**src/sbm_pkg.sv**
```systemverilog
// Shared types, constants and tables for the spherical backward map.
// No dependencies; every other file imports this package.
package sbm_pkg;

    // Fixed-point constants (Q.28 angles)
    localparam logic [44:0] HALF_PI_Q28 = 45'd421657428;
    localparam logic signed [31:0] CORDIC_GAIN_Q28 = 32'sd163008218;
    // 8192 full turns: lifts any scaled angle to a non-negative value
    localparam logic signed [45:0] ANGLE_LIFT = 46'sd13816870600704;

    localparam int RED_STEPS = 16;     // quotient bits of angle / (pi/2)
    localparam int DIV_STEPS = 25;     // one overflow bit plus 24 quotient bits
    localparam int NUM_W     = 46;     // X, Y, Z in Q.24
    localparam int DEN_W     = 45;
    localparam int REM_W     = 70;     // divider partial remainder
    localparam int CFG_IDX_W = 3;

    localparam logic signed [23:0] OUT_MAX = 24'sh7FFFFF;
    localparam logic signed [23:0] OUT_MIN = 24'sh800000;

    localparam logic signed [31:0] ATAN_Q28 [24] = '{
        32'sd210828714, 32'sd124459457, 32'sd65760959, 32'sd33381290,
        32'sd16755422,  32'sd8385879,   32'sd4193963,  32'sd2097109,
        32'sd1048571,   32'sd524287,    32'sd262144,   32'sd131072,
        32'sd65536,     32'sd32768,     32'sd16384,    32'sd8192,
        32'sd4096,      32'sd2048,      32'sd1024,     32'sd512,
        32'sd256,       32'sd128,       32'sd64,       32'sd32
    };

    typedef enum logic [CFG_IDX_W-1:0] {
        REG_PAIR0     = 3'd0,
        REG_PAIR1     = 3'd1,
        REG_PAIR2     = 3'd2,
        REG_PAIR3     = 3'd3,
        REG_LAST_INV  = 3'd4
    } t_reg_idx;

    typedef struct packed {
        logic [44:0] rem;
        logic [1:0]  q;
    } t_red_lane;
    typedef t_red_lane [1:0] t_red_pair;

    typedef struct packed {
        logic signed [31:0] x;
        logic signed [31:0] y;
        logic signed [31:0] z;
        logic [1:0]         q;
    } t_cor_lane;
    typedef t_cor_lane [1:0] t_cor_pair;

    typedef struct packed {
        logic [REM_W-1:0]     rem_x;
        logic [REM_W-1:0]     rem_y;
        logic [DIV_STEPS-1:0] q_x;
        logic [DIV_STEPS-1:0] q_y;
        logic [DEN_W-1:0]     den;
        logic                 neg_x;
        logic                 neg_y;
        logic                 front;
    } t_div_word;

    typedef struct packed {
        logic signed [23:0] src_x;
        logic signed [23:0] src_y;
        logic               in_front;
        logic               clipped;
    } t_res;

endpackage

```
**src/sbm_cordic_cell.sv**
```systemverilog
// One rotation-mode CORDIC iteration, both angles side by side.
// Depends on sbm_pkg.
module sbm_cordic_cell import sbm_pkg::*; #(
    parameter int STAGE = 0
) (
    input  logic      i_clk,
    input  logic      i_rst_n,
    input  logic      i_en,
    input  logic      i_vld,
    input  t_cor_pair i_w,
    output logic      o_vld,
    output t_cor_pair o_w
);
    t_cor_pair n_w;

    always_comb begin
        for (int l = 0; l < 2; l++) begin
            n_w[l].q = i_w[l].q;
            // zero residual rotates forward
            if (!i_w[l].z[31]) begin
                n_w[l].x = i_w[l].x - (i_w[l].y >>> STAGE);
                n_w[l].y = i_w[l].y + (i_w[l].x >>> STAGE);
                n_w[l].z = i_w[l].z - ATAN_Q28[STAGE];
            end else begin
                n_w[l].x = i_w[l].x + (i_w[l].y >>> STAGE);
                n_w[l].y = i_w[l].y - (i_w[l].x >>> STAGE);
                n_w[l].z = i_w[l].z + ATAN_Q28[STAGE];
            end
        end
    end

    always_ff @(posedge i_clk) begin
        if (!i_rst_n) begin
            o_vld <= 1'b0;
        end else if (i_en) begin
            o_vld <= i_vld;
        end
    end

    always_ff @(posedge i_clk) begin
        if (i_en) begin
            o_w <= n_w;
        end
    end
endmodule

```
**config.mk**
```make
export PLATFORM = sky130hd
export DESIGN_NAME = sbm_cordic_cell
export DESIGN_NICKNAME = d
export VERILOG_FILES = /design/src/sbm_pkg.sv /design/src/sbm_cordic_cell.sv
export SDC_FILE = /design/constraint.sdc
export NUM_CORES = 1
export LEC_CHECK = 0
export BUFFER_PORTS_ARGS = -buffer_cell sky130_fd_sc_hd__buf_2
export CAP_MARGIN = 5
export CELL_PAD_IN_SITES_DETAIL_PLACEMENT = 2
export CELL_PAD_IN_SITES_GLOBAL_PLACEMENT = 2
export CORE_UTILIZATION = 34
export CTS_CLUSTER_DIAMETER = 40
export CTS_CLUSTER_SIZE = 28
export DETAILED_ROUTE_END_ITERATION = 7
export PLACE_DENSITY = 0.94
export SYNTH_ARGS = -nofsm -noshare
export SYNTH_HDL_FRONTEND = slang
export SYNTH_SLANG_ARGS = --single-unit
```
**constraint.sdc**
```tcl
create_clock -name i_clk -period 4.3 [get_ports i_clk]
set_input_delay 0.43 -clock i_clk [delete_from_list [all_inputs] [get_ports i_clk]]
set_output_delay 0.43 -clock i_clk [all_outputs]
set_load 0.01 [all_outputs]
```
**After elaboration in Yosys (flattened, before gate mapping)**

Cells that the tools add are included.

- Flip-flop bits (word level): 197
- Input port bits: 200
- Output and inout port bits: 197

- $add $sub $neg: 10
- Muxes and demuxes: 2

Operators with widths:

| cell | number |
|---|---|
| 96-bit 2-to-1 mux | 2 |
| 32-bit subtractor | 4 |
| 32-bit by 29-bit adder with 32-bit output (second input constant) | 2 |
| 32-bit adder | 2 |
| 32-bit by 29-bit subtractor with 32-bit output (second input constant) | 2 |

**Logic depth before layout (Yosys ltp)**

- Word-level depth: 2
- Mapped depth: 13
- Mapped depth without buffers: 12

**Worst setup path after synthesis**

OpenSTA, ideal clock, no wires.

- Path kind: input to register
- Start point: input i_w[131] in the netlist's numbering
- End point: register o_w[131] in the netlist's numbering (data pin)
- Library setup time: 0.146 ns
- Data arrival time: 3.548 ns
- Slack: 0.606 ns
- Cell stages on the path: 12
- Path buffers: 1
- Cells stage by stage: clkinv_1 -> clkbuf_1 -> ha_1 -> o211a_1 -> o31a_1 -> o311a_1 -> nor4_4 -> o31ai_2 -> a211o_1 -> a221o_1 -> a21o_1 -> a21oi_1

RTL lines:

| element | RTL line | source |
|---|---|---|
| from (decl) | sbm_cordic_cell.sv:10 | `input t_cor_pair i_w,` |
| to (signal assigned) | sbm_cordic_cell.sv:42 | `o_w <= n_w;` |
| to (decl) | sbm_cordic_cell.sv:12 | `output t_cor_pair o_w` |

==> flow_summary.toml <==
[outcome]
status = "finished clean"

[pwr]
power.share.clock_pct = 22.6
cellLeakagePower_nw = 10.1
irDropWorstVdd_mv = 0.329
p_int_mw = 4.37
power.total_mw = 7.40
switching_power_mw = 3.03
comb_power_share_pct = 41.7
power_density_nw_per_um2 = 327
p_sw_share_pct = 41.0
p_seq_share_pct = 35.7

[synthesis]
yosysTopAreaCell = "edfxtp_1"
synth_area_sq_um = 19200
yosysWarnings = 0
synth_seq_cells = 195
synth_edf_count = 194
avgSynthCellArea_sq_um = 8.60
yosys.cell_types.count = 80
ys_async_sr_fraction_pct = 0
syn-num-nets = 2689
synthCells = 2235
ys.flop_type = "edfxtp_1"
synth_top_cell_area_share_pct = 30.3
ys_seq_area_share_pct = 30.4
ys_top_cells_by_area = "edfxtp_1, ha_1, a21oi_1"

[sta]
fin_skew_ps = 0
tightestPinTransition_ps = 1010
fin_crit_sh_pct = 85.5
period_minus_slack_ps = 3680
drv_slew = 0
slew_headroom_pct = 32.6
fin_setup_tns_ps = 0
holdWs_ps = 76.8
fmax_ghz = 0.272
rsz0062_at_grt = "false"
setup_viol = 0
setup_ws_ps = 625
hold_viol = 0

[setup_path]
start_kind = "primary input"
critPathRequiredTime_ps = 4640
crit_path_frequent_cell = "inv_1"
critPathKind = "in2reg"
cp-end-kind = "flip-flop"
max_stage_delay_ps = 660
critPathSlowestCell = "a221oi_1"
critPathArrivalTime_ps = 4020
path_max_fanout = 14
crit_chain = "buf_2, inv_1, ha_1, inv_1, a21oi_1, o31ai_1, a221oi_1, nand2_1, a21boi_0, o41ai_1, a32oi_1, xor2_1"

[final_layout]
multi_input_area_sq_um = 12200
mostFrequentLayoutCell = "buf_2"
final_cells = 3358
stdcell_area_sq_um = 22600
regArea_sq_um = 5850
num-nets-final = 3044
final_cell_mix = "buf_2, a21oi_1, ha_1, inv_1, edfxtp_1"
syn2layout_area_growth_pct = 17.7
fillerInstances = 6341
utilization_pct = 40.7
drive_above_1_share_pct = 18.4

[detailed_routing]
initialDrtViolationCount = 1316
post_drt_wl_per_cell_um = 26.1
drc = 0
finalWirelength_um = 87500
detail-route-antenna-nets = 0
via_per_inst = 5.83
vias = 19593
firstDrtPassIters = 5

[global_routing]
grt_max_degree = 90
overflow = 0
antenna_found_initial = 11
track_usage_pct = 29.7
use_met1_pct = 32.9
grt.met3_usage_pct = 5.57
grt_pass1_wl_um = 130000
busiest_layer = "met2"
first_global_vias = 21430
global_route.usage.met2_pct = 53.3

[clock_network]
clock_latency_ps = 520
clkTransAtPathRegs_ps = 90
cts_tree = "yes"
cts_max_path_buffers = 2
cts_resized = 0
numClockSinks = 195
ctsHoldBuffers = 0
cts_buffers = 17
post_cts_buffers = 0
cts_htree_levels = 4
root_buffer = "clkbuf_16"

[die]
coreArea_sq_um = 55500
start_util_pct = 34.6
std_cell_rows = 86
die_h_um = 240
die_w_um = 240
die-area_sq_um = 57500
ios = 397

[place]
post_dp_cell_area_sq_um = 22000
dp_hpwl_um = 69700
io_buffers = 396
routabilityCongestion = 0.953
pre_cts_slack_ps = 249
dp_cells = 3319

[flow_run]
max_cap_violations = 0

[worst_hold_path]
hp-class = "in2reg"
state kept, by name, indices dropped and copies added (netlist names):
name / cells
o_vld: 1
o_w: 194
cell families after synthesis:
family,Yosys count,share of synthesized area [%]
compound gates,758,24.6
xor+xnor,173,7.88
fa+ha+maj,254,16.8
buf+inv,303,6.05
flops,195,30.4
mux,22,1.15
simple gates,530,13.0
worst paths after layout:
kind | from | end | slack [ps] | cells past startpoint
hold reg to reg | o_vld | o_vld | 560 | 2
hold / removal | i_w[99] | o_w[99] | 80 | 1
setup / recovery | i_w[145] | o_w[194] | 620 | 12
setup reg to reg | o_vld | o_vld | 3680 | 2
critical path, delay by kind of cell:
family | cells | cell delay (ps)
simple gates | 1 | 380
buf+inv | 3 | 330
xor+xnor | 1 | 260
compound gates | 6 | 2020
fa+ha+maj | 1 | 600
per-layer routing:
metal  wire length [um]  up-vias
met4               4690        2
met1              32900     9791
li1                   -     8740
met2              44500      829
met3               5410      231
met5                 12        -
layout make-up:
cell class              instances  share of cell area (%)
well taps                     748                    4.14
diodes                          7                  0.0775
clock inverters                14                   0.636
flip-flops and latches        195                    25.8
repair buffers                426                    9.87
clock buffers                  18                    1.90
multi-input cells            1737                    54.0
inverters                     213                    3.54
power by group through the flow:
| stage | Clock, mW | Combinational, mW | Sequential (mW) |
|---|---|---|---|
| after floorplan | 0 | 1.55 | 2.81 |
| final | 1.68 | 3.09 | 2.64 |
| after global placement | 0 | 2.83 | 2.65 |
| after global routing | 1.77 | 3.28 | 2.66 |
| after CTS | 1.72 | 3.03 | 2.64 |
| after detailed placement | 0 | 3.00 | 2.68 |
cells in the mapped netlist, types with 7 or more instances:
master	instances
a221oi_1	10
nand2b_1	15
o21bai_1	41
o21ai_0	169
a21boi_0	10
a31oi_1	14
xnor2_1	132
nor2_1	185
mux2i_1	22
buf_1	13
a21oi_1	277
nand4_1	27
o31ai_1	23
inv_1	206
a2111oi_0	8
buf_2	8
edfxtp_1	194
nand2_1	117
o2111ai_1	7
or3_1	17
o21a_1	20
o211ai_1	19
nor2b_1	37
and2_1	10
a21o_1	58
xor2_1	41
or2_2	8
a211o_1	9
and3_1	11
clkbuf_1	65
a211oi_1	29
nor3_1	42
ha_1	246
nand3_1	39
fa_1	8
(Power assumes the default switching activity.)
