`src/sbm_pkg.sv`:
```
// Shared types, constants and tables for the spherical backward map.
// No dependencies; every other file imports this package.
package sbm_pkg;

    // Fixed-point constants (Q.28 angles)
    localparam logic [44:0] HALF_PI_Q28 = 45'd421657428;
    localparam logic signed [31:0] CORDIC_GAIN_Q28 = 32'sd163008218;
    // 8192 full turns: lifts any scaled angle to a non-negative value
    localparam logic signed [45:0] ANGLE_LIFT = 46'sd13816870600704;

    localparam int RED_STEPS = 16;     // quotient bits of angle / (pi/2)
    localparam int DIV_STEPS = 25;     // one overflow bit plus 24 quotient bits
    localparam int NUM_W     = 46;     // X, Y, Z in Q.24
    localparam int DEN_W     = 45;
    localparam int REM_W     = 70;     // divider partial remainder
    localparam int CFG_IDX_W = 3;

    localparam logic signed [23:0] OUT_MAX = 24'sh7FFFFF;
    localparam logic signed [23:0] OUT_MIN = 24'sh800000;

    localparam logic signed [31:0] ATAN_Q28 [24] = '{
        32'sd210828714, 32'sd124459457, 32'sd65760959, 32'sd33381290,
        32'sd16755422,  32'sd8385879,   32'sd4193963,  32'sd2097109,
        32'sd1048571,   32'sd524287,    32'sd262144,   32'sd131072,
        32'sd65536,     32'sd32768,     32'sd16384,    32'sd8192,
        32'sd4096,      32'sd2048,      32'sd1024,     32'sd512,
        32'sd256,       32'sd128,       32'sd64,       32'sd32
    };

    typedef enum logic [CFG_IDX_W-1:0] {
        REG_PAIR0     = 3'd0,
        REG_PAIR1     = 3'd1,
        REG_PAIR2     = 3'd2,
        REG_PAIR3     = 3'd3,
        REG_LAST_INV  = 3'd4
    } t_reg_idx;

    typedef struct packed {
        logic [44:0] rem;
        logic [1:0]  q;
    } t_red_lane;
    typedef t_red_lane [1:0] t_red_pair;

    typedef struct packed {
        logic signed [31:0] x;
        logic signed [31:0] y;
        logic signed [31:0] z;
        logic [1:0]         q;
    } t_cor_lane;
    typedef t_cor_lane [1:0] t_cor_pair;

    typedef struct packed {
        logic [REM_W-1:0]     rem_x;
        logic [REM_W-1:0]     rem_y;
        logic [DIV_STEPS-1:0] q_x;
        logic [DIV_STEPS-1:0] q_y;
        logic [DEN_W-1:0]     den;
        logic                 neg_x;
        logic                 neg_y;
        logic                 front;
    } t_div_word;

    typedef struct packed {
        logic signed [23:0] src_x;
        logic signed [23:0] src_y;
        logic               in_front;
        logic               clipped;
    } t_res;

endpackage

```
`src/sbm_div_cell.sv`:
```
// One restoring division step for both projected coordinates over the depth.
// Depends on sbm_pkg.
module sbm_div_cell import sbm_pkg::*; #(
    parameter int SHIFT = 0
) (
    input  logic      i_clk,
    input  logic      i_rst_n,
    input  logic      i_en,
    input  logic      i_vld,
    input  t_div_word i_w,
    output logic      o_vld,
    output t_div_word o_w
);
    logic [REM_W-1:0] w_den;
    t_div_word        n_w;

    assign w_den = REM_W'(i_w.den) << SHIFT;

    always_comb begin
        n_w = i_w;
        if (i_w.rem_x >= w_den) begin
            n_w.rem_x = i_w.rem_x - w_den;
            n_w.q_x   = {i_w.q_x[DIV_STEPS-2:0], 1'b1};
        end else begin
            n_w.q_x   = {i_w.q_x[DIV_STEPS-2:0], 1'b0};
        end
        if (i_w.rem_y >= w_den) begin
            n_w.rem_y = i_w.rem_y - w_den;
            n_w.q_y   = {i_w.q_y[DIV_STEPS-2:0], 1'b1};
        end else begin
            n_w.q_y   = {i_w.q_y[DIV_STEPS-2:0], 1'b0};
        end
    end

    always_ff @(posedge i_clk) begin
        if (!i_rst_n) begin
            o_vld <= 1'b0;
        end else if (i_en) begin
            o_vld <= i_vld;
        end
    end

    always_ff @(posedge i_clk) begin
        if (i_en) begin
            o_w <= n_w;
        end
    end
endmodule

```
`config.mk`:
```
export PLATFORM = sky130hd
export DESIGN_NAME = sbm_div_cell
export DESIGN_NICKNAME = d
export VERILOG_FILES = /design/src/sbm_pkg.sv /design/src/sbm_div_cell.sv
export SDC_FILE = /design/constraint.sdc
export NUM_CORES = 1
export LEC_CHECK = 0
export CORE_AREA = 2 2 189 191
export CTS_CLUSTER_DIAMETER = 50
export CTS_CLUSTER_SIZE = 14
export DETAILED_ROUTE_END_ITERATION = 8
export DIE_AREA = 0 0 191 193
export DONT_BUFFER_PORTS = 1
export GPL_TIMING_DRIVEN = 0
export SLEW_MARGIN = 20
export SYNTH_ARGS = -nofsm -noshare
export SYNTH_HDL_FRONTEND = slang
export SYNTH_SLANG_ARGS = --single-unit
```
`constraint.sdc`:
```
create_clock -name i_clk -period 3.81 [get_ports i_clk]
set_input_delay 0.381 -clock i_clk [delete_from_list [all_inputs] [get_ports i_clk]]
set_output_delay 0.381 -clock i_clk [all_outputs]
set_load 0.01 [all_outputs]
```
After elaboration in Yosys (flattened, before gate mapping)
Index checks and enable logic that the tools add are counted.
{"block": "classes", "order_cmp": 2, "n_addsub": 2, "n_mux": 4}
{"op": "$ge A70 B45 Y1", "n": 2}
{"op": "$mux W70", "n": 2}
{"op": "$sub A70 B45 Y70", "n": 2}
{"op": "$mux W1", "n": 2}
{"block": "totals", "reg_bits": 239, "wordCells": 17, "input_bits": 242, "out_inout_bits": 239}

Longest topological paths before layout
Gate-level depths: netlist (run 1).
{"block": "depth", "word_depth": 2, "ltp_mapped": 15}

Least setup slack after synthesis (run 1)
No wires, ideal clock.
{"block": "synth_timing", "kind": "input port to flip-flop", "startpoint": "in i_w[37] in the netlist's numbering", "endpoint": "reg o_w[147] in the netlist's numbering, data pin", "arrival_ps": 3264, "n_path_buf": 2, "stages": 12, "setup_ps": 256, "slack_ps": 290, "required_time_ps": 3554, "path_cell_list": "inv_1 > ha_1 > buf_2 > nand4_1 > or3_1 > a211o_1 > a2111o_1 > o21ba_2 > a2111o_1 > clkbuf_1 > or3b_1 > a22o_1"}
{"item": "from (decl)", "line": "sbm_div_cell.sv:10", "rtl": "input t_div_word i_w,"}
{"item": "to (signal assigned)", "line": "sbm_div_cell.sv:45", "rtl": "o_w <= n_w;"}
{"item": "to (decl)", "line": "sbm_div_cell.sv:12", "rtl": "output t_div_word o_w"}

==> out/results.txt, run 1 <==
area fraction of the dominant cell type after synthesis: 0.4808
Yosys top cell by area: sky130_fd_sc_hd__edfxtp_1
clock tree from TritonCTS: yes
DR pass1 iterations: 5
pin slew with the least headroom to its limit: 0.9308 ns
Mapped Area: 14860 sq um
crit path from: i_w[15]
total die area: 36860 sq um
wire length of the first global-routing pass: 72320 um
minimum clock period after layout: 3.729 ns
Mapped Avg Cell Area: 10.06 sq um
post-CTS clock slew at the launch and capture registers of the worst setup and hold paths: 0.06 ns
highest clock rate: 0.2682 GHz
result of the run: completed
floorplan die height: 193 um
number of register bits inferred by synthesis: 239
fin cells: 2113
placeable core region: 34960 sq um
number of antenna violations at the first check in global routing: 2
number of standard-cell rows in the floorplan: 69
worst slack on hold paths: 0.02197 ns
width of the die: 191 um
Critical Path Start Type: primary input
most used standard cells in the synthesized netlist: sky130_fd_sc_hd__edfxtp_1, sky130_fd_sc_hd__a21oi_1, sky130_fd_sc_hd__nor2_1
peak supply drop: 0.3980 mV
vias in the first global route: 11770
startpoint of the lowest-slack hold path: i_w[157]
clock latency on the worst-skew pair: 0.56 ns
largest net degree at the start of global routing: 130
cell with the most instances after synthesis: sky130_fd_sc_hd__edfxtp_1
fill count: 3170
endpoints failing setup: 0
wirelength, routed: 51780 um
Starting Density: 0.4251
HP Class: in2reg
final period utilization: 0.9787
average via count per standard cell: 5.819
Worst Skew: 0 ns
post-CTS setup buffers: 0
via count: 12300
number of warnings printed during yosys synthesis: 0
final HPWL from detailed placement: 39630 um
async set or reset register ratio after synthesis: 0
count of port buffers added during placement: 0
maximum fanout along the worst path: 9
Gate Count Post-Synth: 1477
setup repair after global routing missed its margin: false
count of unique library cells instantiated by Yosys: 72
clock sink count: 239
synth top area cells: sky130_fd_sc_hd__edfxtp_1, sky130_fd_sc_hd__ha_1, sky130_fd_sc_hd__a21oi_1, sky130_fd_sc_hd__xnor2_1, sky130_fd_sc_hd__nor2_1
Final Hold Fails: 0
arrival time at the worst endpoint: 4.05 ns
Syn Nets: 1811
Routed wire per std cell: 24.50 um
reg-to-reg startpoint: o_vld
ratio of cells with drive above 1 in the final layout: 0.05633
number of primary I/O pins: 481
routability-driven placement congestion ratio: 0.9010
layout overhead on the synthesized area: 19.53%
number of H-tree levels: 1
number of clock buffers inserted by TritonCTS: 28
residual overflow from global routing: 0
count of nets left with antenna violations after detail routing: 0
path type of the worst setup path: in2reg
max-cap violations: 0
number of placed instances, taps included: 1938
DRC Markers: 0
initial drt markers: 832
Setup crit end kind: flop
Req. time, crit path: 4.13 ns
leakage: 6.677 nW
fin. max-slew vios: 0
Max-Slew Margin vs Limit: 0.3747
nets@finish: 1966
Post-synth EDFFs: 238
Most used DFF post-synth: sky130_fd_sc_hd__edfxtp_1
proportion of synthesized chip area in sequential cells: 0.4822
Max Root-Sink Buffers: 3
clock root buffer master: sky130_fd_sc_hd__clkbuf_16
global-route usage over all layers: 0.2644
PwrDens: 440.0 nW/um^2
[state kept, by name (all words and copies together) (netlist names)]
signal  flops
o_w       238
o_vld       1
[power by group]
group | leakage (nW) | switching (mW) | internal [mW]
clock | 0.462 | 1.13 | 1.61
combinational | 3.88 | 0.867 | 0.608
sequential | 2.34 | 0.308 | 3.29
total | 6.68 | 2.31 | 5.51
[metrics by stage]
step | util | setup TNS, ns | worst slack [ns] | cell area [sq um] | power (mW)
after floorplan | - | 0 | 0.2899 | 14860 | 4.533
after global placement | 0.4416 | -70.72 | -1.004 | 15440 | 4.923
after detailed placement | 0.4420 | -71.45 | -1.007 | 15450 | 4.920
after CTS | 0.5073 | 0 | 0.08350 | 17740 | 7.872
after global routing | 0.5081 | 0 | 0.002488 | 17760 | 8.129
final | 0.5081 | 0 | 0.08117 | 17770 | 7.817
[worst max-delay path: stages]
cell                       delay [ns]
sky130_fd_sc_hd__inv_1           0.14
sky130_fd_sc_hd__ha_1            0.26
sky130_fd_sc_hd__clkbuf_1        0.21
sky130_fd_sc_hd__a21o_1          0.25
sky130_fd_sc_hd__a221o_1         0.36
sky130_fd_sc_hd__a21o_1          0.21
sky130_fd_sc_hd__o22a_1          0.18
sky130_fd_sc_hd__a211oi_1        0.66
sky130_fd_sc_hd__o311ai_0        0.22
sky130_fd_sc_hd__a311o_1         0.42
sky130_fd_sc_hd__nor2_2          0.36
sky130_fd_sc_hd__nand4b_1        0.20
sky130_fd_sc_hd__xnor2_1         0.19
[layout make-up]
cell class	instances	area [sq um]	share of cell area
flip-flops and latches	239	7167	0.4034
well taps	461	576.8	0.03246
inverters	80	304.0	0.01711
clock buffers	31	733.2	0.04127
multi-input cells	1098	7223	0.4066
clock inverters	18	220.2	0.01239
repair buffers	126	1314	0.07394
plain buffers	59	226.5	0.01275
diodes	1	2.502	0.0001408
[kinds of logic (layout without fill, tap and decap cells)]
group	after synthesis	in the layout	share of synthesized area
XOR/XNOR	132	132	0.07778
flip-flops	239	239	0.4822
other	0	1	0
AND/OR/NAND/NOR	456	456	0.1467
buffers and inverters	140	314	0.03552
adder cells (fa/ha/maj)	92	92	0.07845
AO/OA/AOI/OAI	397	397	0.1636
multiplexers	21	21	0.01583
[timing repair]
item,CTS,global route
resized for setup,5,10
endpoints found under the setup margin,57,85
hold endpoints to repair,251,0
hold buffers,126,0
[placed cells by master, fill, tap and decap left out, types with 31 or more instances in the layout]
| cell | Yosys | layout |
|---|---|---|
| sky130_fd_sc_hd__edfxtp_1 | 238 | 238 |
| sky130_fd_sc_hd__a21oi_1 | 184 | 184 |
| sky130_fd_sc_hd__nor2_1 | 152 | 151 |
| sky130_fd_sc_hd__dlygate4sd3_1 | 0 | 123 |
| sky130_fd_sc_hd__nand2_1 | 108 | 108 |
| sky130_fd_sc_hd__ha_1 | 90 | 90 |
| sky130_fd_sc_hd__inv_1 | 78 | 78 |
| sky130_fd_sc_hd__xnor2_1 | 78 | 78 |
| sky130_fd_sc_hd__o21ai_0 | 63 | 63 |
| sky130_fd_sc_hd__clkbuf_1 | 56 | 56 |
| sky130_fd_sc_hd__xor2_1 | 54 | 54 |
| sky130_fd_sc_hd__a21o_1 | 35 | 35 |
| sky130_fd_sc_hd__nor3_1 | 33 | 32 |
| sky130_fd_sc_hd__nand3_1 | 31 | 31 |
[layer usage]
metal / share of wire / wire length (um) / GRT usage
met5: 0 / 0 / 0
met4: 0.030 / 1574 / 0.08378
met3: 0.10 / 5239 / 0.07964
met2: 0.47 / 24240 / 0.4412
met1: 0.40 / 20720 / 0.3292
[worst paths after layout]
kind              endpoint  cells after the start  slack [ns]
setup / recovery  o_w[231]                     13        0.08
hold / removal    o_w[157]                      1        0.02
setup reg to reg     o_vld                      3        2.61
hold reg to reg      o_vld                      3        1.14
(Power assumes the default switching activity.)
==> run 2, diff against run 1 <==
- CTS_CLUSTER_DIAMETER: 50 -> 200
- PLACE_DENSITY: default -> 0.61
==> run 2 against run 1 <==
Against the previous run:
- combinational power shrank 3%
- flip-flop and latch count is the same
- clock-buffer cell count shrank 1
- clock skew is the same
- non-clock buffer count shrank 26
- critical path type unchanged
- largest cell class unchanged
- final area shrank 3.7%
- largest power group unchanged
- via count shrank 2.7%
- total power shrank 11%
- fmax grew 1.7%
==> out/results.txt, run 2 (synthesis results as in run 1) <==
combinational share of power: 0.203
worst slack on hold paths: 0.02746 ns
highest clock rate: 0.2729 GHz
setup repair after global routing missed its margin: false
worst path buffer plus inverter count: 5
Util after Layout: 0.4893
worst path cell trace: inv_1 -> ha_1 -> inv_1 -> fa_1 -> a21o_1 -> a221o_1 -> a22o_1 -> o2111ai_2 -> a21oi_1 -> nor3_4 -> inv_2 -> buf_2 -> clkbuf_2 -> a21oi_1
switching pwr: 2.088 mW
number of stages on the worst hold path: 2
Max Root-Sink Buffers: 3
Clk pwr share: 0.282
final period utilization: 0.9619
total die area: 36860 sq um
width of the die: 191 um
maximum fanout along the worst path: 10
post-CTS clock slew at the launch and capture registers of the worst setup and hold paths: 0.07 ns
vias in the first global route: 11680
worst-case reg-to-reg path depth: 2
end of the worst register-to-register path: o_vld
Setup crit end kind: flop
floorplan die height: 193 um
Sum Neg Setup Slack: 0 ns
critical path's top delay family: compound AO/OA/AOI/OAI gates
Hold Path Sink: o_vld
Sequential Power Share: 0.516
clock tree from TritonCTS: yes
setup slack on the worst flop-to-flop path: 3.14 ns
leakage: 6.376 nW
number of placed instances, taps included: 1938
count of port buffers added during placement: 0
PwrDens: 408.1 nW/um^2
nets@finish: 1933
largest registers ranked by flip-flop count: o_w x238, o_vld x1
fin cells: 2069
wire length of the first global-routing pass: 72520 um
global-route usage over all layers: 0.2642
residual overflow from global routing: 0
length of routed met2 wiring: 23920 um
internal power component: 4.893 mW
number of antenna violations at the first check in global routing: 1
Req. time, crit path: 4.14 ns
path type of the worst setup path: in2reg
count of nets left with antenna violations after detail routing: 0
final worst-path setup slack: 0.1450 ns
flip-flop count of the largest register, all copies and words added: 238
worst stage delay on the critical path: 0.40 ns
final HPWL from detailed placement: 39860 um
minimum clock period after layout: 3.665 ns
total non-filler cell area in the finished layout: 17110 sq um
Starting Density: 0.4251
routability-driven placement congestion ratio: 0.8982
largest register by flop count: o_w
number of clock buffers inserted by TritonCTS: 21
placement-stage cell area: 15450 sq um
arrival time at the worst endpoint: 4.00 ns
reg-to-reg startpoint: o_vld
clock sink count: 239
result of the run: completed
Routed wire per std cell: 24.74 um
most used cells in the layout excluding fill and tap cells: sky130_fd_sc_hd__edfxtp_1, sky130_fd_sc_hd__a21oi_1, sky130_fd_sc_hd__nor2_1, sky130_fd_sc_hd__nand2_1, sky130_fd_sc_hd__dlygate4sd3_1
Critical Path Start Type: primary input
initial drt markers: 748
fin. max-slew vios: 0
Final Hold Fails: 0
largest net degree at the start of global routing: 140
max-cap violations: 0
Worst Skew: 0 ns
fill count: 3259
Tot Pwr: 6.981 mW
Max stage delay cell, worst path: sky130_fd_sc_hd__a221o_1
worst slack, placed: -1.290 ns
ratio of cells with drive above 1 in the final layout: 0.04418
via count: 11960
clock latency on the worst-skew pair: 0.52 ns
switching part of the total: 0.2992
average via count per standard cell: 5.781
post-CTS setup buffers: 0
layout overhead on the synthesized area: 15.09%
pin slew with the least headroom to its limit: 0.9015 ns
number of standard-cell rows in the floorplan: 69
number of H-tree levels: 1
detailed-routing wirelength on met1: 20630 um
highest routed layer: met4
peak supply drop: 0.4146 mV
number of primary I/O pins: 481
DR pass1 iterations: 5
most common cell after layout, fill and taps aside: sky130_fd_sc_hd__edfxtp_1
clock root buffer master: sky130_fd_sc_hd__clkbuf_16
routed wl met3: 4936 um
Max-Slew Margin vs Limit: 0.3940
endpoints failing setup: 0
placeable core region: 34960 sq um
DRC Markers: 0
HP Class: in2reg
startpoint of the lowest-slack hold path: i_vld
wirelength, routed: 51180 um
## run 2: changes by cell type in the layout (fill, tap and decap cells not counted), sizes merged
cell,previous run,this run
inv,83,79
clkbuf,86,85
dlygate4sd3,123,97
bufinv,3,0
clkinv,9,1
clkinvlp,3,1
## run 2: layout make-up
cell class                      count  area [sq um]  area share
Inverter                           80         304.0     0.01777
Clock buffer                       30         559.3     0.03269
Sequential cell                   239          7167      0.4189
Buffer                             59         227.7     0.01331
Antenna cell                        1         2.502   0.0001463
Tap cell                          461         576.8     0.03372
Timing Repair Buffer              100          1031     0.06026
Multi-Input combinational cell   1098          7223      0.4222
Clock inverter                      1         16.27   0.0009508
## run 2: power groups by stage
| stage | sequential (mW) | clock [mW] | combinational (mW) |
|---|---|---|---|
| 2_1_floorplan | 3.56 | 0 | 0.968 |
| 3_3_place_gp | 3.66 | 0 | 1.27 |
| 3_5_place_dp | 3.66 | 0 | 1.27 |
| 4_1_cts | 3.61 | 2.01 | 1.40 |
| 5_1_grt | 3.62 | 2.10 | 1.57 |
| 6_report | 3.60 | 1.97 | 1.42 |
## run 2: routing by layer
layer,vias to the layer above,global-route usage
met3,79,0.08072
met4,0,0.09183
met1,5674,0.3275
met2,499,0.4380
li1,5708,-
met5,-,0
## run 2: timing repair
action	in CTS	in global routing
endpoints found under the hold margin	136	0
gates resized for setup	8	8
setup endpoints to repair	56	54
hold buffers	100	0
## run 2: worst max path at each step
stage                         from        to  slack [ns]  cells after the start
after floorplan            i_w[37]  o_w[147]        0.29                     12
after global placement      i_w[4]  o_w[202]       -1.34                     12
after detailed placement  i_w[168]  o_w[202]       -1.29                     14
after CTS                  i_w[20]  o_w[179]        0.04                     13
after global routing       i_w[10]  o_w[232]       0.004                     13
final                     i_w[168]  o_w[203]        0.14                     14
