**config.mk**
```make
export PLATFORM = sky130hd
export DESIGN_NAME = sbm_red_cell
export DESIGN_NICKNAME = d
export VERILOG_FILES = /design/src/sbm_pkg.sv /design/src/sbm_red_cell.sv
export SDC_FILE = /design/constraint.sdc
export NUM_CORES = 1
export LEC_CHECK = 0
export ABC_CLOCK_PERIOD_IN_PS = 2900
export BUFFER_PORTS_ARGS = -buffer_cell sky130_fd_sc_hd__buf_2
export CAP_MARGIN = 20
export CORE_UTILIZATION = 30
export DETAILED_ROUTE_END_ITERATION = 6
export GPL_ROUTABILITY_DRIVEN = 0
export PLACE_DENSITY = 0.55
export SYNTH_ARGS = -nofsm -noshare
export SYNTH_HDL_FRONTEND = slang
export SYNTH_SLANG_ARGS = --single-unit
export TNS_END_PERCENT = 30
```
**constraint.sdc**
```tcl
create_clock -name i_clk -period 2.9 [get_ports i_clk]
set_input_delay 0.29 -clock i_clk [delete_from_list [all_inputs] [get_ports i_clk]]
set_output_delay 0.29 -clock i_clk [all_outputs]
set_load 0.03 [all_outputs]
```
**src/sbm_pkg.sv**
```systemverilog
// Shared types, constants and tables for the spherical backward map.
// No dependencies; every other file imports this package.
package sbm_pkg;

    // Fixed-point constants (Q.28 angles)
    localparam logic [44:0] HALF_PI_Q28 = 45'd421657428;
    localparam logic signed [31:0] CORDIC_GAIN_Q28 = 32'sd163008218;
    // 8192 full turns: lifts any scaled angle to a non-negative value
    localparam logic signed [45:0] ANGLE_LIFT = 46'sd13816870600704;

    localparam int RED_STEPS = 16;     // quotient bits of angle / (pi/2)
    localparam int DIV_STEPS = 25;     // one overflow bit plus 24 quotient bits
    localparam int NUM_W     = 46;     // X, Y, Z in Q.24
    localparam int DEN_W     = 45;
    localparam int REM_W     = 70;     // divider partial remainder
    localparam int CFG_IDX_W = 3;

    localparam logic signed [23:0] OUT_MAX = 24'sh7FFFFF;
    localparam logic signed [23:0] OUT_MIN = 24'sh800000;

    localparam logic signed [31:0] ATAN_Q28 [24] = '{
        32'sd210828714, 32'sd124459457, 32'sd65760959, 32'sd33381290,
        32'sd16755422,  32'sd8385879,   32'sd4193963,  32'sd2097109,
        32'sd1048571,   32'sd524287,    32'sd262144,   32'sd131072,
        32'sd65536,     32'sd32768,     32'sd16384,    32'sd8192,
        32'sd4096,      32'sd2048,      32'sd1024,     32'sd512,
        32'sd256,       32'sd128,       32'sd64,       32'sd32
    };

    typedef enum logic [CFG_IDX_W-1:0] {
        REG_PAIR0     = 3'd0,
        REG_PAIR1     = 3'd1,
        REG_PAIR2     = 3'd2,
        REG_PAIR3     = 3'd3,
        REG_LAST_INV  = 3'd4
    } t_reg_idx;

    typedef struct packed {
        logic [44:0] rem;
        logic [1:0]  q;
    } t_red_lane;
    typedef t_red_lane [1:0] t_red_pair;

    typedef struct packed {
        logic signed [31:0] x;
        logic signed [31:0] y;
        logic signed [31:0] z;
        logic [1:0]         q;
    } t_cor_lane;
    typedef t_cor_lane [1:0] t_cor_pair;

    typedef struct packed {
        logic [REM_W-1:0]     rem_x;
        logic [REM_W-1:0]     rem_y;
        logic [DIV_STEPS-1:0] q_x;
        logic [DIV_STEPS-1:0] q_y;
        logic [DEN_W-1:0]     den;
        logic                 neg_x;
        logic                 neg_y;
        logic                 front;
    } t_div_word;

    typedef struct packed {
        logic signed [23:0] src_x;
        logic signed [23:0] src_y;
        logic               in_front;
        logic               clipped;
    } t_res;

endpackage

```
**src/sbm_red_cell.sv**
```systemverilog
// One restoring step of the angle reduction by pi/2, both angles side by side.
// Depends on sbm_pkg.
module sbm_red_cell import sbm_pkg::*; #(
    parameter int STEP = 0
) (
    input  logic      i_clk,
    input  logic      i_rst_n,
    input  logic      i_en,
    input  logic      i_vld,
    input  t_red_pair i_w,
    output logic      o_vld,
    output t_red_pair o_w
);
    localparam logic [44:0] SUB = HALF_PI_Q28 << STEP;

    t_red_pair n_w;

    always_comb begin
        for (int l = 0; l < 2; l++) begin
            if (i_w[l].rem >= SUB) begin
                n_w[l].rem = i_w[l].rem - SUB;
                n_w[l].q   = {i_w[l].q[0], 1'b1};
            end else begin
                n_w[l].rem = i_w[l].rem;
                n_w[l].q   = {i_w[l].q[0], 1'b0};
            end
        end
    end

    always_ff @(posedge i_clk) begin
        if (!i_rst_n) begin
            o_vld <= 1'b0;
        end else if (i_en) begin
            o_vld <= i_vld;
        end
    end

    always_ff @(posedge i_clk) begin
        if (i_en) begin
            o_w <= n_w;
        end
    end
endmodule

```
-- Yosys cells after proc, flatten, opt, wreduce, memory -nomap -nowiden
Cells that the tools add are included.
- output and inout bits: 95
- word-level logic and storage cells: 11
- input bits: 98
- register bits after elaboration: 95
- add/sub/neg operators: 2
- mux-type cells: 2
- $lt $le $gt $ge: 2
- operators with widths (cell ; count):
    $mux 47 ; 2
    $ge 45x29->1 const B ; 2
    $sub 45x29->45 const B ; 2

-- Depth between registers and ports, before layout
Gate-level depths: netlist of the first run.
- depth in word-level cells: 2
- depth in mapped cells: 11
- depth with buffers taken out: 10

-- Worst setup path before layout of the first run
No wires, ideal clock.
- kind: input-to-reg
- start point: input port i_w[36] (netlist name)
- end point: register o_w[46] (netlist name), data pin
- path buffers: 2
- setup time: 0.260 ns
- arrival: 2.294 ns
- stages: 9
- data required time: 2.640 ns
- path slack: 0.346 ns
- cell sequence: or3_1 -> nand2b_1 -> or4_1 -> a31oi_2 -> and2_1 -> buf_6 -> buf_6 -> nor2_1 -> mux2_2
- RTL lines (what ; RTL line ; source):
    from (decl) ; sbm_red_cell.sv:10 ; input t_red_pair i_w,
    to (signal assigned) ; sbm_red_cell.sv:40 ; o_w <= n_w;
    to (decl) ; sbm_red_cell.sv:12 ; output t_red_pair o_w

==> summary.log, run 1 <==
[die] starting utilization of the core area 30.70%
[final_layout] commonest non-fill, non-tap cells in the layout buf_2, edfxtp_1, nor2_1
[run] max-cap violations 0
[placement] cell area after placement 6669 µm²
[yosys] number of cells produced by synthesis 478
[sta] count of final max-slew check failures 0
[global_routing] global-route usage over all layers 16.33%
[global_routing] number of global-route vias before repair 4549
[critical_path] Setup Crit Path Kind primary input to register
[yosys] area share of the largest cell type after synthesis 53.35%
[route] wire length reported by the detailed router 14620 µm
[sta] unrepaired setup endpoints after global routing false
[global_routing] overflow left after global routing 0
[final_layout] number of nets in the final layout 793
[hold_path] worst min path class primary input to register
[sta] worst relative slew slack 59.15%
[yosys] Synth cell types 56
[final_layout] final core utilization 40.18%
[sta] Max Clock Freq 404.3 MHz
[final_layout] Fill cells 1732
[yosys] Mapped Avg Cell Area 11.07 µm²
[sta] Worst Hold Margin 0.1262 ns
[yosys] part of the Yosys area used for sequential elements 53.72%
[clock_tree] Clock Path Buffers 2
[sta] Final Hold Fails 0
[hold_path] cell count of the worst hold path 1
[critical_path] Critical Path RT 3.08 ns
[critical_path] reg2reg path depth 2
[hold_path] capture endpoint of the worst hold path o_w[1]$_DFFE_PP_
[final_layout] share of final-layout standard cells stronger than drive strength 1 34.24%
[critical_path] kind of launch point of the worst setup path primary input
[critical_path] arrival time of the worst setup path 2.65 ns
[placement] sum of net half-perimeters after detailed placement 11550 µm
[route] final antenna-violating net count 0
[status] run status finished, final reports clean
[yosys] main area contributors after synthesis edfxtp_1, xor2_1, xnor2_1
[clock_tree] quantity of gates resized following cts 0
[pwr] P_leak 2.807 nW
[hold_path] start point of the worst min-delay path i_w[0]
[critical_path] start point of the critical path i_w[56]
[die] row cnt 48
[yosys] mapped cell area 5291 µm²
[critical_path] endpoint kind of the worst setup timing path register
[route] DR vias 4562
[global_routing] initial antenna violation count 1
[die] num ports 193
[global_routing] largest net degree at the start of global routing 57
[die] die width 134.8 µm
[sta] Total Neg Setup Slack 0 ns
[yosys] Yosys warnings 0
[sta] worst-case clock skew 0 ns
[placement] post-placement cell count 905
[yosys] FF+latch count, synth 95
[final_layout] number of standard cells in the final layout excluding fillers 920
[critical_path] Crit Path Max Fanout 17
[sta] Final Cycle Share 85.30%
[route] remaining routing DRC violations 0
[critical_path] startpoint of the worst-slack reg-to-reg timing path o_vld$_SDFFE_PN0P_
[clock_tree] clock input transition at the sequential cells of the worst setup and hold paths 0.06 ns
[clock_tree] clock buffers created by TritonCTS 9
[clock_tree] clock latency on the worst-skew pair 0.34 ns
[die] Core ar. 17240 µm²
[route] TritonRoute pass-1 iters 4
[clock_tree] Post-CTS Hold Buffers 0
[pwr] worst supply voltage drop on vdd 252.2 µV
[sta] number of endpoints failing setup at the final stage 0
[clock_tree] TritonCTS Sinks 95
[clock_tree] setup repair bufs after CTS 0
[clock_tree] CTS tree yes
[global_routing] wire length of the first global-routing pass 23060 µm
[die] Die Area 18170 µm²
[die] die height 134.8 µm
[final_layout] area overhead of the layout relative to synthesis 30.88%
[yosys] Synth Flop Type edfxtp_1
[final_layout] final std cell area, no fill 6925 µm²
[sta] slew at the pin with the worst max-slew slack 0.6127 ns
[yosys] Net Count, Synth 580
[route] Vias/cell 4.959
[yosys] share of synthesized registers carrying an async set or reset 0%
[critical_path] register-to-register setup slack 2.31 ns
[route] final routed wire length divided by cell count 15.89 µm
[critical_path] Crit Reg-Reg Endpoint o_vld$_SDFFE_PN0P_
[sta] min cycle time layout 2.474 ns
[final_layout] number of inserted diodes 0
[clock_tree] CTS HTree Levels 3
[placement] number of input and output port buffers inserted 190
[clock_tree] Root Buffer clkbuf_16
[route] first-iteration detailed-routing DRC count 232
[final_layout] most frequent standard cell in the layout excluding fill and tap cells buf_2
[yosys] number of enable-type register cells in the synthesized netlist 94
[pwr] total power per unit cell area 510.8 nW/µm²
[yosys] cell type contributing the most total cell area after synthesis edfxtp_1
flip-flops by register name, summed over array words and instances, names as in the netlist:
| signal | flops |
|---|---|
| o_w | 94 |
| o_vld | 1 |
how the worst max path moves through the flow:
stage / endpoint / slack, ns
finish: o_w[65]$_DFFE_PP_ / 0.43
global route: o_w[88]$_DFFE_PP_ / 0.31
CTS: o_w[65]$_DFFE_PP_ / 0.43
detailed placement: o_w[89]$_DFFE_PP_ / 0.05
global placement: o_w[89]$_DFFE_PP_ / 0.11
floorplan: o_w[46]$_DFFE_PP_ / 0.35
through the flow:
stage	setup WS, ns	power, mW
2_1_floorplan	0.3463	2.189
4_1_cts	0.4257	3.589
3_3_place_gp	0.1059	2.512
3_5_place_dp	0.04999	2.518
6_report	0.4263	3.538
5_1_grt	0.3061	3.697
synthesized netlist by cell type, drive strengths merged, types with 6 or more instances:
cell and instances:
a21oi 22, or3 8, nor3 16, nor2 46, clkbuf 8, nor4 16
or4 10, xor2 41, o21ai 18, a31oi 6, nand2 38, nand3 11
inv 17, and3 6, nand4 8, xnor2 38, edfxtp 94
critical path, stage by stage:
cell	delay, ns
buf_2	0.12
or3_1	0.38
or4_1	0.58
nor4_2	0.34
nor4b_4	0.11
buf_4	0.22
nor2_1	0.21
and3_1	0.21
xor2_1	0.18
layout make-up:
cell class / instances / area [µm²] / share of cell area [%]
Timing Repair Buffer: 213 / 1151 / 16.62
Tap cell: 225 / 281.5 / 4.065
Clock inverter: 4 / 23.77 / 0.3433
Clock buffer: 11 / 232.7 / 3.360
Inverter: 17 / 63.81 / 0.9214
Multi-Input combinational cell: 355 / 2330 / 33.64
Sequential cell: 95 / 2843 / 41.05
per-layer routing:
layer / global-route usage (%) / vias to the layer above / routed length [µm]
met4: 5.930 / 0 / 308
met1: 19.04 / 2123 / 5924
met3: 5.180 / 26 / 1271
li1: - / 2207 / -
met5: 0 / - / 0
met2: 28.06 / 206 / 7116
power by group:
part	total, mW	internal (mW)	switching [mW]
registers	1.70	1.67	0.0330
clock network	1.05	0.573	0.480
logic	0.786	0.247	0.540
total	3.54	2.48	1.05
cell families after synthesis:
kind of cell | count (synthesis) | share of synthesized area, %
multiplexers | 3 | 0.6148
XOR/XNOR | 79 | 13.08
adder cells (fa/ha/maj) | 4 | 0.9459
buffers and inverters | 28 | 2.412
flip-flops | 95 | 53.72
AND/OR/NAND/NOR | 188 | 19.27
AO/OA/AOI/OAI | 81 | 9.955
Power figures use the tool's default switching activity.
==> run 2, diff against run 1 <==
--- a/config.mk
+++ b/config.mk
@@ -11,6 +11,7 @@
 export CORE_UTILIZATION = 30
 export DETAILED_ROUTE_END_ITERATION = 6
 export GPL_ROUTABILITY_DRIVEN = 0
+export HOLD_SLACK_MARGIN = 0.15
 export PLACE_DENSITY = 0.55
 export SYNTH_ARGS = -nofsm -noshare
 export SYNTH_HDL_FRONTEND = slang
==> summary.log, run 2 (synthesis results as in run 1) <==
[status] run status finished, final reports clean
[clock_tree] CTS tree yes
[final_layout] register with the most flip-flops o_w
[final_layout] number of nets in the final layout 800
[die] Die Area 18170 µm²
[clock_tree] TritonCTS Sinks 95
[final_layout] commonest non-fill, non-tap cells in the layout buf_2, edfxtp_1, nor2_1
[sta] Max Clock Freq 374.3 MHz
[pwr] P_leak 2.836 nW
[final_layout] largest registers o_w (94), o_vld (1)
[placement] number of input and output port buffers inserted 190
[critical_path] Setup Crit Path Kind primary input to register
[final_layout] share of final-layout standard cells stronger than drive strength 1 33.90%
[clock_tree] Clock Path Buffers 2
[route] wire length reported by the detailed router 14700 µm
[sta] unrepaired setup endpoints after global routing false
[sta] count of final max-slew check failures 0
[placement] worst slack at placement 0.04999 ns
[clock_tree] clock buffers created by TritonCTS 9
[sta] smallest setup slack after layout 0.2283 ns
[hold_path] worst min path class primary input to register
[die] num ports 193
[run] max-cap violations 0
[sta] min cycle time layout 2.672 ns
[sta] number of endpoints failing setup at the final stage 0
[final_layout] flip-flop count of the largest register after layout 94
[critical_path] Crit Path Max Fanout 17
[die] die width 134.8 µm
[clock_tree] Root Buffer clkbuf_16
[critical_path] worst stage delay on the critical path 0.54 ns
[final_layout] final std cell area, no fill 6995 µm²
[global_routing] overflow left after global routing 0
[critical_path] critical path's slowest cell dlygate4sd3_1
[global_routing] number of global-route vias before repair 4552
[critical_path] Largest delay share family, worst path simple AND/OR/NAND/NOR gates
[pwr] worst supply voltage drop on vdd 253.2 µV
[sta] Total Neg Setup Slack 0 ns
[critical_path] Critical Path RT 3.08 ns
[global_routing] initial antenna violation count 1
[sta] Final Cycle Share 92.13%
[pwr] total power per unit cell area 506.9 nW/µm²
[route] remaining routing DRC violations 0
[route] final antenna-violating net count 0
[die] Core ar. 17240 µm²
[die] row cnt 48
[route] Vias/cell 4.926
[sta] slew at the pin with the worst max-slew slack 0.6145 ns
[clock_tree] CTS HTree Levels 3
[final_layout] most frequent standard cell in the layout excluding fill and tap cells buf_2
[critical_path] endpoint kind of the worst setup timing path register
[placement] cell area after placement 6669 µm²
[critical_path] cells along the critical path dlygate4sd3_1, buf_2, nand2b_1, or4_1, nor4_2, nor4b_4, buf_4, nor2_1, and3_1, xor2_1
[critical_path] kind of launch point of the worst setup path primary input
[sta] worst relative slew slack 59.03%
[global_routing] global-route usage over all layers 16.41%
[route] TritonRoute pass-1 iters 5
[die] die height 134.8 µm
[clock_tree] setup repair bufs after CTS 0
[critical_path] buffers plus inverters on the worst setup path 3
[global_routing] largest net degree at the start of global routing 57
[clock_tree] clock input transition at the sequential cells of the worst setup and hold paths 0.07 ns
[critical_path] arrival time of the worst setup path 2.85 ns
[sta] Final Hold Fails 0
[clock_tree] clock latency on the worst-skew pair 0.34 ns
[final_layout] number of inserted diodes 0
[die] starting utilization of the core area 30.70%
[route] final routed wire length divided by cell count 15.85 µm
[final_layout] area overhead of the layout relative to synthesis 32.21%
[global_routing] wire length of the first global-routing pass 23160 µm
[placement] sum of net half-perimeters after detailed placement 11550 µm
[route] DR vias 4566
[sta] worst-case clock skew 0 ns
[route] first-iteration detailed-routing DRC count 244
==> run 2: cell count changes in the layout (fill, tap and decap cells not counted), sizes merged <==
| cell | delta |
|---|---|
| dlygate4sd3 | +7 |
==> run 2: layout make-up <==
class                   instances  area (µm²)
well taps                     225       281.5
repair buffers                220        1221
multi-input cells             355        2330
clock inverters                 4       23.77
fillers                      1723       10240
inverters                      17       63.81
flip-flops and latches         95        2843
clock buffers                  11       232.7
==> run 2: repair_timing <==
action / 4_1_cts / 5_1_grt
setup endpoints to repair: 0 / 0
endpoints found under the hold margin: 7 / 0
resized for setup: 0 / 0
hold buffers: 7 / 0
==> run 2: path summary, 6_finish.rpt <==
| path | start | to | slack [ns] | cells after the start |
|---|---|---|---|---|
| setup / recovery | i_w[50] | o_w[65]$_DFFE_PP_ | 0.23 | 10 |
| hold / removal | i_vld | o_vld$_SDFFE_PN0P_ | 0.20 | 3 |
| setup reg to reg | o_vld$_SDFFE_PN0P_ | o_vld$_SDFFE_PN0P_ | 2.31 | 2 |
| hold reg to reg | o_vld$_SDFFE_PN0P_ | o_vld$_SDFFE_PN0P_ | 0.52 | 2 |
==> run 2: layer usage <==
layer	global-route usage (%)	routed length, µm	share of wire, %
met5	0	0	0
met4	5.556	276	1.9
met3	5.143	1202	8.2
met2	28.35	7196	49
met1	19.18	6020	41
==> run 2: where the power goes <==
| part | internal (mW) | switching (mW) | leakage (nW) |
|---|---|---|---|
| Sequential | 1.67 | 0.0329 | 0.929 |
| Combinational | 0.253 | 0.541 | 1.79 |
| Clock | 0.573 | 0.482 | 0.121 |
==> run 2: metrics by stage <==
| stage | util (%) | total power, mW | hold slack, ns | instances |
|---|---|---|---|---|
| 4_1_cts | 40.59 | 3.596 | 0.1900 | 927 |
| 2_1_floorplan | - | 2.189 | 0.3889 | 478 |
| 3_5_place_dp | 38.69 | 2.518 | 0.4701 | 905 |
| 5_1_grt | 40.59 | 3.705 | 0.2357 | 927 |
| 6_report | 40.59 | 3.546 | 0.2033 | 927 |
| 3_3_place_gp | 38.69 | 2.512 | 0.4668 | 905 |
==> run 2: worst min-delay path, cell delays in order <==
cell,delay (ns)
buf_2,0.08
mux2i_1,0.06
nor2b_1,0.09
==> run 3, diff against run 2 <==
--- a/config.mk
+++ b/config.mk
@@ -5,6 +5,7 @@
 export SDC_FILE = /design/constraint.sdc
 export NUM_CORES = 1
 export LEC_CHECK = 0
+export ABC_AREA = 1
 export ABC_CLOCK_PERIOD_IN_PS = 2900
 export BUFFER_PORTS_ARGS = -buffer_cell sky130_fd_sc_hd__buf_2
 export CAP_MARGIN = 20
@@ -12,7 +13,7 @@
 export DETAILED_ROUTE_END_ITERATION = 6
 export GPL_ROUTABILITY_DRIVEN = 0
 export HOLD_SLACK_MARGIN = 0.15
-export PLACE_DENSITY = 0.55
+export PLACE_DENSITY = 0.52
 export SYNTH_ARGS = -nofsm -noshare
 export SYNTH_HDL_FRONTEND = slang
 export SYNTH_SLANG_ARGS = --single-unit
==> summary.log, run 3 <==
[status] run status finished, final reports clean
[final_layout] largest registers o_w (94), o_vld (1)
[global_routing] global-route usage over all layers 19.75%
[die] Core ar. 24530 µm²
[clock_tree] clock input transition at the sequential cells of the worst setup and hold paths 0.08 ns
[clock_tree] quantity of gates resized following cts 0
[placement] sum of net half-perimeters after detailed placement 21070 µm
[pwr] P_leak 4.400 nW
[yosys] area share of the largest cell type after synthesis 37.25%
[clock_tree] clock buffers created by TritonCTS 9
[pwr] total power per unit cell area 438.3 nW/µm²
[route] final antenna-violating net count 0
[route] Vias/cell 4.751
[yosys] Synth Flop Type edfxtp_1
[pwr] Internal Power 2.775 mW
[die] row cnt 57
[final_layout] flip-flop count of the largest register after layout 94
[critical_path] arrival time of the worst setup path 2.40 ns
[yosys] most numerous cell types in the synthesized netlist nand2_1, nor2_1, inv_1
[yosys] mapped cell area 7577 µm²
[critical_path] kind of launch point of the worst setup path primary input
[final_layout] number of nets in the final layout 1442
[pwr] clock group share of total power 34.6%
[sta] unrepaired setup endpoints after global routing false
[yosys] Net Count, Synth 1242
[yosys] most common cell in the synthesized netlist nand2_1
[pwr] portion of total power attributed to sequential cells 41.5%
[sta] Total Neg Setup Slack 0 ns
[die] die height 160.9 µm
[clock_tree] clock latency on the worst-skew pair 0.35 ns
[global_routing] initial antenna violation count 0
[final_layout] area overhead of the layout relative to synthesis 22.41%
[final_layout] most frequent standard cell in the layout excluding fill and tap cells nand2_1
[yosys] Synth cell types 37
[yosys] number of cells produced by synthesis 1140
[critical_path] startpoint of the worst-slack reg-to-reg timing path o_vld$_SDFFE_PN0P_
[hold_path] worst min path class primary input to register
[die] starting utilization of the core area 30.89%
[sta] worst-case clock skew 0 ns
[pwr] NetSw 1.291 mW
[clock_tree] CTS HTree Levels 3
[die] num ports 193
[sta] slew at the pin with the worst max-slew slack 0.6628 ns
[clock_tree] Clock Path Buffers 2
[sta] worst relative slew slack 55.40%
[route] DR vias 7925
[die] die width 160.9 µm
[yosys] number of enable-type register cells in the synthesized netlist 94
[yosys] Mapped Avg Cell Area 6.647 µm²
[route] first-iteration detailed-routing DRC count 508
[placement] number of input and output port buffers inserted 190
[yosys] FF+latch count, synth 95
[run] max-cap violations 0
[final_layout] register with the most flip-flops o_w
[yosys] part of the Yosys area used for sequential elements 37.52%
[global_routing] overflow left after global routing 0
[sta] min cycle time layout 2.276 ns
[sta] number of endpoints failing setup at the final stage 0
[global_routing] number of global-route vias before repair 7596
[route] final routed wire length divided by cell count 15.25 µm
[clock_tree] TritonCTS Sinks 95
[sta] Max Clock Freq 439.4 MHz
[sta] Final Hold Fails 0
[route] remaining routing DRC violations 0
[critical_path] Crit Path Max Fanout 29
[clock_tree] setup repair bufs after CTS 0
[sta] Final Cycle Share 78.47%
[sta] count of final max-slew check failures 0
[final_layout] share of final-layout standard cells stronger than drive strength 1 19.27%
[yosys] cell type contributing the most total cell area after synthesis edfxtp_1
[yosys] Yosys warnings 0
[route] wire length reported by the detailed router 25440 µm
[clock_tree] Root Buffer clkbuf_16
[critical_path] Critical Path RT 3.02 ns
[critical_path] endpoint kind of the worst setup timing path register
[final_layout] number of inserted diodes 0
[global_routing] wire length of the first global-routing pass 39260 µm
[clock_tree] CTS tree yes
[pwr] switching portion of total power 31.75%
[hold_path] start point of the worst min-delay path i_vld
[pwr] worst supply voltage drop on vdd 285.3 µV
[die] Die Area 25900 µm²
[critical_path] Setup Crit Path Kind primary input to register
[final_layout] commonest non-fill, non-tap cells in the layout nand2_1, buf_2, nor2_1
[route] TritonRoute pass-1 iters 6
[critical_path] start point of the critical path i_w[2]
[pwr] Comb pwr share 23.9%
[global_routing] largest net degree at the start of global routing 58
[yosys] share of synthesized registers carrying an async set or reset 0%
[pwr] post-route total power 4.066 mW
[yosys] main area contributors after synthesis edfxtp_1, nand2_1, nor2_1
[run 3: kinds of logic (layout without fill, tap and decap cells)]
group           after synthesis  count (layout)  share of synthesized area, %
simple gates                743             743                         41.40
fa+ha+maj                     4               4                        0.6605
xor+xnor                     35              35                         4.145
flops                        95              95                         37.52
compound gates               89              89                         6.605
buf+inv                     174             378                         9.676
[run 3: per-stage QoR]
step	utilization (%)	worst slack [ns]	std cells	cell area, µm²	hold WS, ns
global route	37.81	0.4320	1668	9275	0.1745
finish	37.81	0.6243	1668	9275	0.1687
global placement	36.19	0.5478	1647	8880	0.4673
floorplan	-	1.208	1140	7577	0.3835
detailed placement	36.19	0.5208	1647	8880	0.4711
CTS	37.81	0.5875	1668	9275	0.1548
[run 3: critical path, cell delays in order]
cell and delay, ns:
dlygate4sd3_1 0.53, buf_2 0.13, nor3b_1 0.22, nand2_1 0.14, nor2_1 0.13, nand3_1 0.16
nand3_4 0.33, buf_4 0.28, nand2_1 0.07, nand2_1 0.06, nand2_1 0.05
[run 3: what timing repair did]
item,CTS,global route
setup endpoints to repair,0,0
hold buffers,6,0
hold endpoints to repair,6,0
[run 3: area by class of cell]
cell class,count,area (µm²)
fill,2721,15260
sequential,95,2843
clock inverter,5,106.4
clock buffer,10,229.0
inverter,161,606.8
tap,324,405.4
timing repair buffer,202,1084
multi-input combinational,871,4001
[run 3: final timing paths]
check                       end  slack (ns)  cells past startpoint
min          o_vld$_SDFFE_PN0P_        0.17                      3
min reg2reg  o_vld$_SDFFE_PN0P_        0.55                      2
max           o_w[26]$_DFFE_PP_        0.62                     11
max reg2reg  o_vld$_SDFFE_PN0P_        2.27                      2
[run 3: power groups by stage]
stage	registers (mW)	logic (mW)	clock network, mW
3_3_place_gp	1.72	0.964	0
5_1_grt	1.70	1.05	1.48
3_5_place_dp	1.72	0.966	0
4_1_cts	1.69	0.974	1.45
6_report	1.69	0.970	1.41
2_1_floorplan	1.99	0.324	0
[run 3: metal layers]
| layer | vias up | global-route usage (%) | wire [µm] |
|---|---|---|---|
| li1 | 4046 | - | - |
| met1 | 3558 | 24.43 | 10970 |
| met3 | 41 | 2.428 | 1522 |
| met5 | - | 0 | 0 |
| met2 | 280 | 34.58 | 12160 |
| met4 | 0 | 8.105 | 782 |
